[src/sv/bchd_pkg.sv]
// package: shared constants and types for the button click and hold detector
package bchd_pkg;

  localparam int TIME_WIDTH = 32;
  localparam int CFG_WIDTH  = 16;
  localparam int CNT_WIDTH  = 16;
  localparam int CFG_IDX_W  = 2;

  localparam logic [CNT_WIDTH-1:0] COUNT_CAP = CNT_WIDTH'(60000);

  // register indexes
  localparam logic [CFG_IDX_W-1:0] REG_UPDATE_INTERVAL = 2'd0;
  localparam logic [CFG_IDX_W-1:0] REG_HOLD_STEPS      = 2'd1;
  localparam logic [CFG_IDX_W-1:0] REG_MIN_PRESS_STEPS = 2'd2;
  localparam logic [CFG_IDX_W-1:0] REG_CLICK_GAP_STEPS = 2'd3;

  // register reset values
  localparam logic [CFG_WIDTH-1:0] RST_UPDATE_INTERVAL = 16'd10;
  localparam logic [CFG_WIDTH-1:0] RST_HOLD_STEPS      = 16'd1000;
  localparam logic [CFG_WIDTH-1:0] RST_MIN_PRESS_STEPS = 16'd3;
  localparam logic [CFG_WIDTH-1:0] RST_CLICK_GAP_STEPS = 16'd30;

  // event codes
  localparam logic [1:0] EV_NONE   = 2'd0;
  localparam logic [1:0] EV_SINGLE = 2'd1;
  localparam logic [1:0] EV_DOUBLE = 2'd2;
  localparam logic [1:0] EV_HOLD   = 2'd3;

  typedef logic [1:0] event_t;

endpackage

[src/sv/button_click_hold_detector.sv]
// top level: button single, double click and hold detector
//
// One transaction in gives exactly one transaction out. Each input transaction
// carries a free-running time stamp and the pin level (0 pressed). An
// evaluation step runs only when the time stamp has advanced by at least
// update_interval ticks (modulo 2^TIME_WIDTH) since the last step; the
// result reports whether the step ran and any event it raised: single, double
// or hold. The block takes one transaction per cycle while the output side
// keeps taking results: the whole step is evaluated in the accepting cycle and
// lands in the result register, so its result is valid in the next cycle.
// The result register holds a finished result under back-pressure and the
// input is accepted again in the cycle that result is taken. Configuration
// registers are written through the cfg port with no handshake; writes
// should be made while the block is idle.
module button_click_hold_detector (
  input  logic                                clk,
  input  logic                                rst_n,
  // configuration write port
  input  logic                                cfg_wr_en,
  input  logic [bchd_pkg::CFG_IDX_W-1:0]      cfg_index,
  input  logic [bchd_pkg::CFG_WIDTH-1:0]      cfg_wdata,
  // input channel
  input  logic                                in_valid,
  output logic                                in_ready,
  input  logic [bchd_pkg::TIME_WIDTH-1:0]     in_time_stamp,
  input  logic                                in_pin_level,
  // result channel
  output logic                                out_valid,
  input  logic                                out_ready,
  output logic [1:0]                          out_event_res,
  output logic                                out_stepped
);

  // configuration registers
  logic [bchd_pkg::CFG_WIDTH-1:0] update_interval_r;
  logic [bchd_pkg::CFG_WIDTH-1:0] hold_steps_r;
  logic [bchd_pkg::CFG_WIDTH-1:0] min_press_steps_r;
  logic [bchd_pkg::CFG_WIDTH-1:0] click_gap_steps_r;

  // detector state
  logic [bchd_pkg::TIME_WIDTH-1:0] last_step_time_r, last_step_time_nxt;
  logic [bchd_pkg::CNT_WIDTH-1:0]  press_count_r, press_count_nxt;
  logic [bchd_pkg::CNT_WIDTH-1:0]  release_count_r, release_count_nxt;
  logic [1:0]                      clicks_seen_r, clicks_seen_nxt;

  // result register
  logic                  out_valid_r;
  bchd_pkg::event_t      event_r, event_nxt;
  logic                  stepped_r, stepped_nxt;

  logic                            in_accept;
  logic [bchd_pkg::TIME_WIDTH-1:0] elapsed;
  logic                            step_due;
  logic                            pressed;

  // result register frees up when empty or being taken this cycle
  assign in_ready  = !out_valid_r || out_ready;
  assign in_accept = in_valid && in_ready;

  assign out_valid     = out_valid_r;
  assign out_event_res = event_r;
  assign out_stepped   = stepped_r;

  // wrapping difference, compared against the zero-extended interval
  assign elapsed  = in_time_stamp - last_step_time_r;
  assign step_due = elapsed >= bchd_pkg::TIME_WIDTH'(update_interval_r);
  assign pressed  = !in_pin_level;

  // one evaluation step
  always_comb begin
    last_step_time_nxt = last_step_time_r;
    press_count_nxt    = press_count_r;
    release_count_nxt  = release_count_r;
    clicks_seen_nxt    = clicks_seen_r;
    event_nxt          = bchd_pkg::EV_NONE;
    stepped_nxt        = 1'b0;

    if (step_due) begin
      stepped_nxt        = 1'b1;
      last_step_time_nxt = in_time_stamp;
      if (pressed) begin
        release_count_nxt = '0;
        // press count saturates at the cap
        if (press_count_r < bchd_pkg::COUNT_CAP) begin
          press_count_nxt = press_count_r + 1'b1;
        end
        // hold drops any pending click; a zero or out-of-range limit never matches
        if (press_count_nxt == hold_steps_r) begin
          event_nxt       = bchd_pkg::EV_HOLD;
          clicks_seen_nxt = '0;
        end
      end else begin
        // release: a press of the right length counts as a click
        if (press_count_r != '0) begin
          if (press_count_r > min_press_steps_r && press_count_r < hold_steps_r &&
              clicks_seen_r != 2'd3) begin
            clicks_seen_nxt = clicks_seen_r + 1'b1;
          end
          press_count_nxt = '0;
        end
        if (clicks_seen_nxt != '0) begin
          if (release_count_r < bchd_pkg::COUNT_CAP) begin
            release_count_nxt = release_count_r + 1'b1;
          end
          if (clicks_seen_nxt == 2'd2) begin
            event_nxt         = bchd_pkg::EV_DOUBLE;
            clicks_seen_nxt   = '0;
            release_count_nxt = '0;
          end else if (release_count_nxt > click_gap_steps_r) begin
            // gap ran out; only a lone click reports single
            if (clicks_seen_nxt == 2'd1) begin
              event_nxt = bchd_pkg::EV_SINGLE;
            end
            clicks_seen_nxt   = '0;
            release_count_nxt = '0;
          end
        end else begin
          release_count_nxt = '0;
        end
      end
    end
  end

  // configuration registers
  always_ff @(posedge clk) begin
    if (!rst_n) begin
      update_interval_r <= bchd_pkg::RST_UPDATE_INTERVAL;
      hold_steps_r      <= bchd_pkg::RST_HOLD_STEPS;
      min_press_steps_r <= bchd_pkg::RST_MIN_PRESS_STEPS;
      click_gap_steps_r <= bchd_pkg::RST_CLICK_GAP_STEPS;
    end else if (cfg_wr_en) begin
      case (cfg_index)
        bchd_pkg::REG_UPDATE_INTERVAL: update_interval_r <= cfg_wdata;
        bchd_pkg::REG_HOLD_STEPS:      hold_steps_r      <= cfg_wdata;
        bchd_pkg::REG_MIN_PRESS_STEPS: min_press_steps_r <= cfg_wdata;
        bchd_pkg::REG_CLICK_GAP_STEPS: click_gap_steps_r <= cfg_wdata;
        default: ;
      endcase
    end
  end

  // detector state, updated once per accepted transaction
  always_ff @(posedge clk) begin
    if (!rst_n) begin
      last_step_time_r <= '0;
      press_count_r    <= '0;
      release_count_r  <= '0;
      clicks_seen_r    <= '0;
    end else if (in_accept) begin
      last_step_time_r <= last_step_time_nxt;
      press_count_r    <= press_count_nxt;
      release_count_r  <= release_count_nxt;
      clicks_seen_r    <= clicks_seen_nxt;
    end
  end

  // result valid flag
  always_ff @(posedge clk) begin
    if (!rst_n) begin
      out_valid_r <= 1'b0;
    end else if (in_accept) begin
      out_valid_r <= 1'b1;
    end else if (out_ready) begin
      out_valid_r <= 1'b0;
    end
  end

  // result payload, no reset needed
  always_ff @(posedge clk) begin
    if (in_accept) begin
      event_r   <= event_nxt;
      stepped_r <= stepped_nxt;
    end
  end

endmodule

[config.mk]
export PLATFORM = sky130hd
export DESIGN_NAME = button_click_hold_detector
export DESIGN_NICKNAME = d
export VERILOG_FILES = /design/src/sv/bchd_pkg.sv /design/src/sv/button_click_hold_detector.sv
export SDC_FILE = /design/constraint.sdc
export NUM_CORES = 1
export LEC_CHECK = 0
export ABC_CLOCK_PERIOD_IN_PS = 4800
export BUFFER_PORTS_ARGS = -buffer_cell sky130_fd_sc_hd__buf_2
export CAP_MARGIN = 20
export CORE_MARGIN = 2
export CORE_UTILIZATION = 63
export DETAILED_ROUTE_END_ITERATION = 8
export PLACE_DENSITY = 0.79
export SETUP_SLACK_MARGIN = 0.3
export SLEW_MARGIN = 20
export SYNTH_ARGS = -nofsm -noshare
export SYNTH_HDL_FRONTEND = slang
export SYNTH_SLANG_ARGS = --single-unit
[constraint.sdc]
create_clock -name clk -period 4.8 [get_ports clk]
set_input_delay 0.24 -clock clk [delete_from_list [all_inputs] [get_ports clk]]
set_output_delay 0.24 -clock clk [all_outputs]
set_load 0.05 [all_outputs]
==> qor.txt <==
CTS Buf Count - 17
slowest cell on the critical path - or4_4
mapped cell area - 10300 um^2
skew final - 0.00961 ns
# clock sinks - 134
worst hold margin - 0.0672 ns
flop2flop setup slack - 0.40 ns
worst hold-check path type - input pin to flop
gate family responsible for the most delay along the worst path - simple AND/OR/NAND/NOR gates
crit path DAT - 4.57 ns
Core ar. - 15900 um^2
DRC - 0
Slew @ Worst Pin - 1.14 ns
Placement Setup Slack - 0.107 ns
gp weighted congestion - 0.963
Synth Flop Type - dfxtp_1
initial antenna violation count - 1
pin count of the biggest net entering global routing - 67
critical-path cell list - inv_1, ha_1, a21o_1, a21oi_1, nand2_2, buf_4, a21oi_1, o21ai_1, xor2_1, ha_1, nand4_1, nor3_2, and2_4, a211oi_2, o2111ai_2, nor4b_2, nand4_1, or4_4, a211oi_2, nand4_1
cell repeated most along the worst path - nand4_1
GRT Residual Overflow - 0
commonest non-fill, non-tap cell in the layout - nand2_1
post-route ant nets - 0
Root Buffer - clkbuf_16
highest-count cells in the layout ignoring fill and taps - nand2_1, a21oi_1, dfxtp_1
IO buf count - 60
MaxCap Viol Count - 0
post-DP HPWL - 20900 um
Avg Cell Area, Syn - 7.41 um^2
Layout Nets - 1565
Iter 0 DRT Violations - 1061
final setup fails - 0
layout cells sized above 1 - 12.6%
RSZ-0062 raised after global routing - yes
Site Rows - 46
crit end category - flop
DR vias - 10500
chip width - 132 um
Initial Util - 64.6%
async set-or-reset flop fraction in the synthesized netlist - 0%
WL/cell - 18.2 um
final hold violations - 0
Leak Pwr - 4.47 nW
all-layer global routing usage - 33.5%
Worst Setup SP - last_step_time_r[4]
CTS H-Tree Depth - 4
final worst slack - 0.399 ns
Total Power Consumption - 0.00328 W
first-pass detailed-route iteration total - 5
critical path's largest stage delay - 0.52 ns
hold_buf cts - 0
Post-synth EDFFs - 3
CTS Buffer Depth - 2
flops & latches, synth - 134
post-synthesis sequential area ratio - 26.3%
Yosys warning count - 0
die area - 17400 um^2
min cycle time layout - 4.40 ns
diode count - 0
Startpoint Class - flop
setup_tns - 0 ns
r2r endpoint - out_stepped
clk slew on worst S/H paths - 0.06 ns
Worst EP required - 4.96 ns
Synth Net Count - 1545
Slew headroom - 23.4%
Peak VDD IR - 296 uV
Hold Path Depth - 3
Hold Path Sink - out_valid
hold wc startpoint - in_valid
outcome - finished, final reports clean
Post-Route Utilization - 72.0%
TritonCTS clock tree - built
drt via density - 6.41
final wirelength - 29800 um
Critical path buffers and inverters - 2
Syn Inst Count - 1390
Netlist cell types - 79
crit-path max FO - 5
die height - 132 um
Reg2Reg Launch Point - last_step_time_r[4]
f_max - 227 MHz
reg2reg path depth - 20
first-pass GRT wire length - 47900 um
Final Cycle Share - 91.7%
vias in the first global route - 9553
Clk Latency, worst-skew pair - 0.43 ns
synthesis-to-finish area growth - 11.5%
max-slew violation count - 0
I/O pin total - 61
CP Class - flop to flop
Power Dens Cells - 285 nW/um^2
==> through the flow <==
stage                     cells  instance area (um^2)
after floorplan            1390                 10300
after global placement     1592                 10600
after detailed placement   1592                 10600
after CTS                  1627                 11300
after global routing       1639                 11500
final                      1639                 11500
==> layout make-up <==
class,count,area [um^2]
clock buffer,20,468
timing repair buffer,92,564
tap,216,270
sequential,134,2720
multi-input combinational,1057,6920
clock inverter,12,140
fill,1356,4460
inverter,108,405
==> where the power goes <==
group	internal, W	switching, W	leakage (nW)
clock network	0.000816	0.000541	0.294
logic	0.000276	0.000466	3.08
registers	0.00115	0.0000211	1.10
total	0.00225	0.00103	4.47
==> Yosys cell counts (all sizes together) (3+ instances only) <==
cell	number	area share, %
o221a	6	0.66
nor2	64	2.3
nor2b	10	0.61
a21o	20	1.5
nor3	23	1.1
and4	8	0.68
nor3b	7	0.51
nand2b	10	0.61
xnor2	38	3.2
mux2i	4	0.39
and3	10	0.66
o21ai	97	4.7
nand3	86	4.2
a31oi	13	0.79
a32o	8	0.78
or3	5	0.30
xor2	19	1.6
o211ai	35	2.6
a211oi	12	0.92
buf	23	1.4
nand4	30	1.8
and2	11	0.67
dfxtp	131	25
a31o	3	0.26
o21bai	4	0.29
o21a	15	1.1
edfxtp	3	0.87
o2111ai	9	0.89
nand2	178	6.5
clkbuf	68	2.5
inv	108	3.9
or2	6	0.36
a21oi	156	7.6
a2111oi	6	0.81
a211o	4	0.34
nor4	20	1.3
ha	98	12
o31ai	10	0.73
==> worst max-delay path by stage <==
stage,end,cells past startpoint
4_1_cts,out_stepped,20
3_3_place_gp,out_stepped,22
3_5_place_dp,out_stepped,22
6_report,out_stepped,20
2_1_floorplan,out_stepped,20
5_1_grt,out_stepped,20
==> cell families (layout without fill, tap and decap cells) <==
| kind of cell | Yosys count | after routing | synth area share, % |
|---|---|---|---|
| AO/OA/AOI/OAI | 416 | 416 | 25.7 |
| XOR/XNOR | 57 | 57 | 4.85 |
| flip-flops | 134 | 134 | 26.3 |
| buffers and inverters | 199 | 232 | 7.84 |
| AND/OR/NAND/NOR | 479 | 479 | 22.6 |
| multiplexers | 6 | 6 | 0.607 |
| adder cells (fa/ha/maj) | 99 | 99 | 12.1 |
==> per-layer routing <==
layer / up-vias / wire length [um] / part of all wire, % / track usage, %
met5: - / 13 / 0.044 / 0
met1: 4953 / 13000 / 44 / 45.6
met4: 2 / 648 / 2.2 / 9.66
met3: 71 / 2530 / 8.5 / 6.42
li1: 5010 / - / - / -
met2: 466 / 13600 / 46 / 54.1
==> state kept, by name, summed over array words and instances (netlist names) <==
| signal | cells |
|---|---|
| last_step_time_r | 32 |
| click_gap_steps_r | 16 |
| hold_steps_r | 16 |
| min_press_steps_r | 16 |
| press_count_r | 16 |
| release_count_r | 16 |
| update_interval_r | 16 |
| clicks_seen_r | 2 |
| out_event_res | 2 |
| out_stepped | 1 |
| out_valid | 1 |
==> worst min-delay path, cell delays in order <==
cell,delay (ns)
buf_2,0.11
inv_1,0.04
a21oi_1,0.05
==> repair_timing <==
action	4_1_cts	5_1_grt
setup endpoints to repair	7	66
pin swaps	2	23
gates resized for setup	5	30
setup buffers	3	12
cloned	0	0
Power figures use the tool's default switching activity.
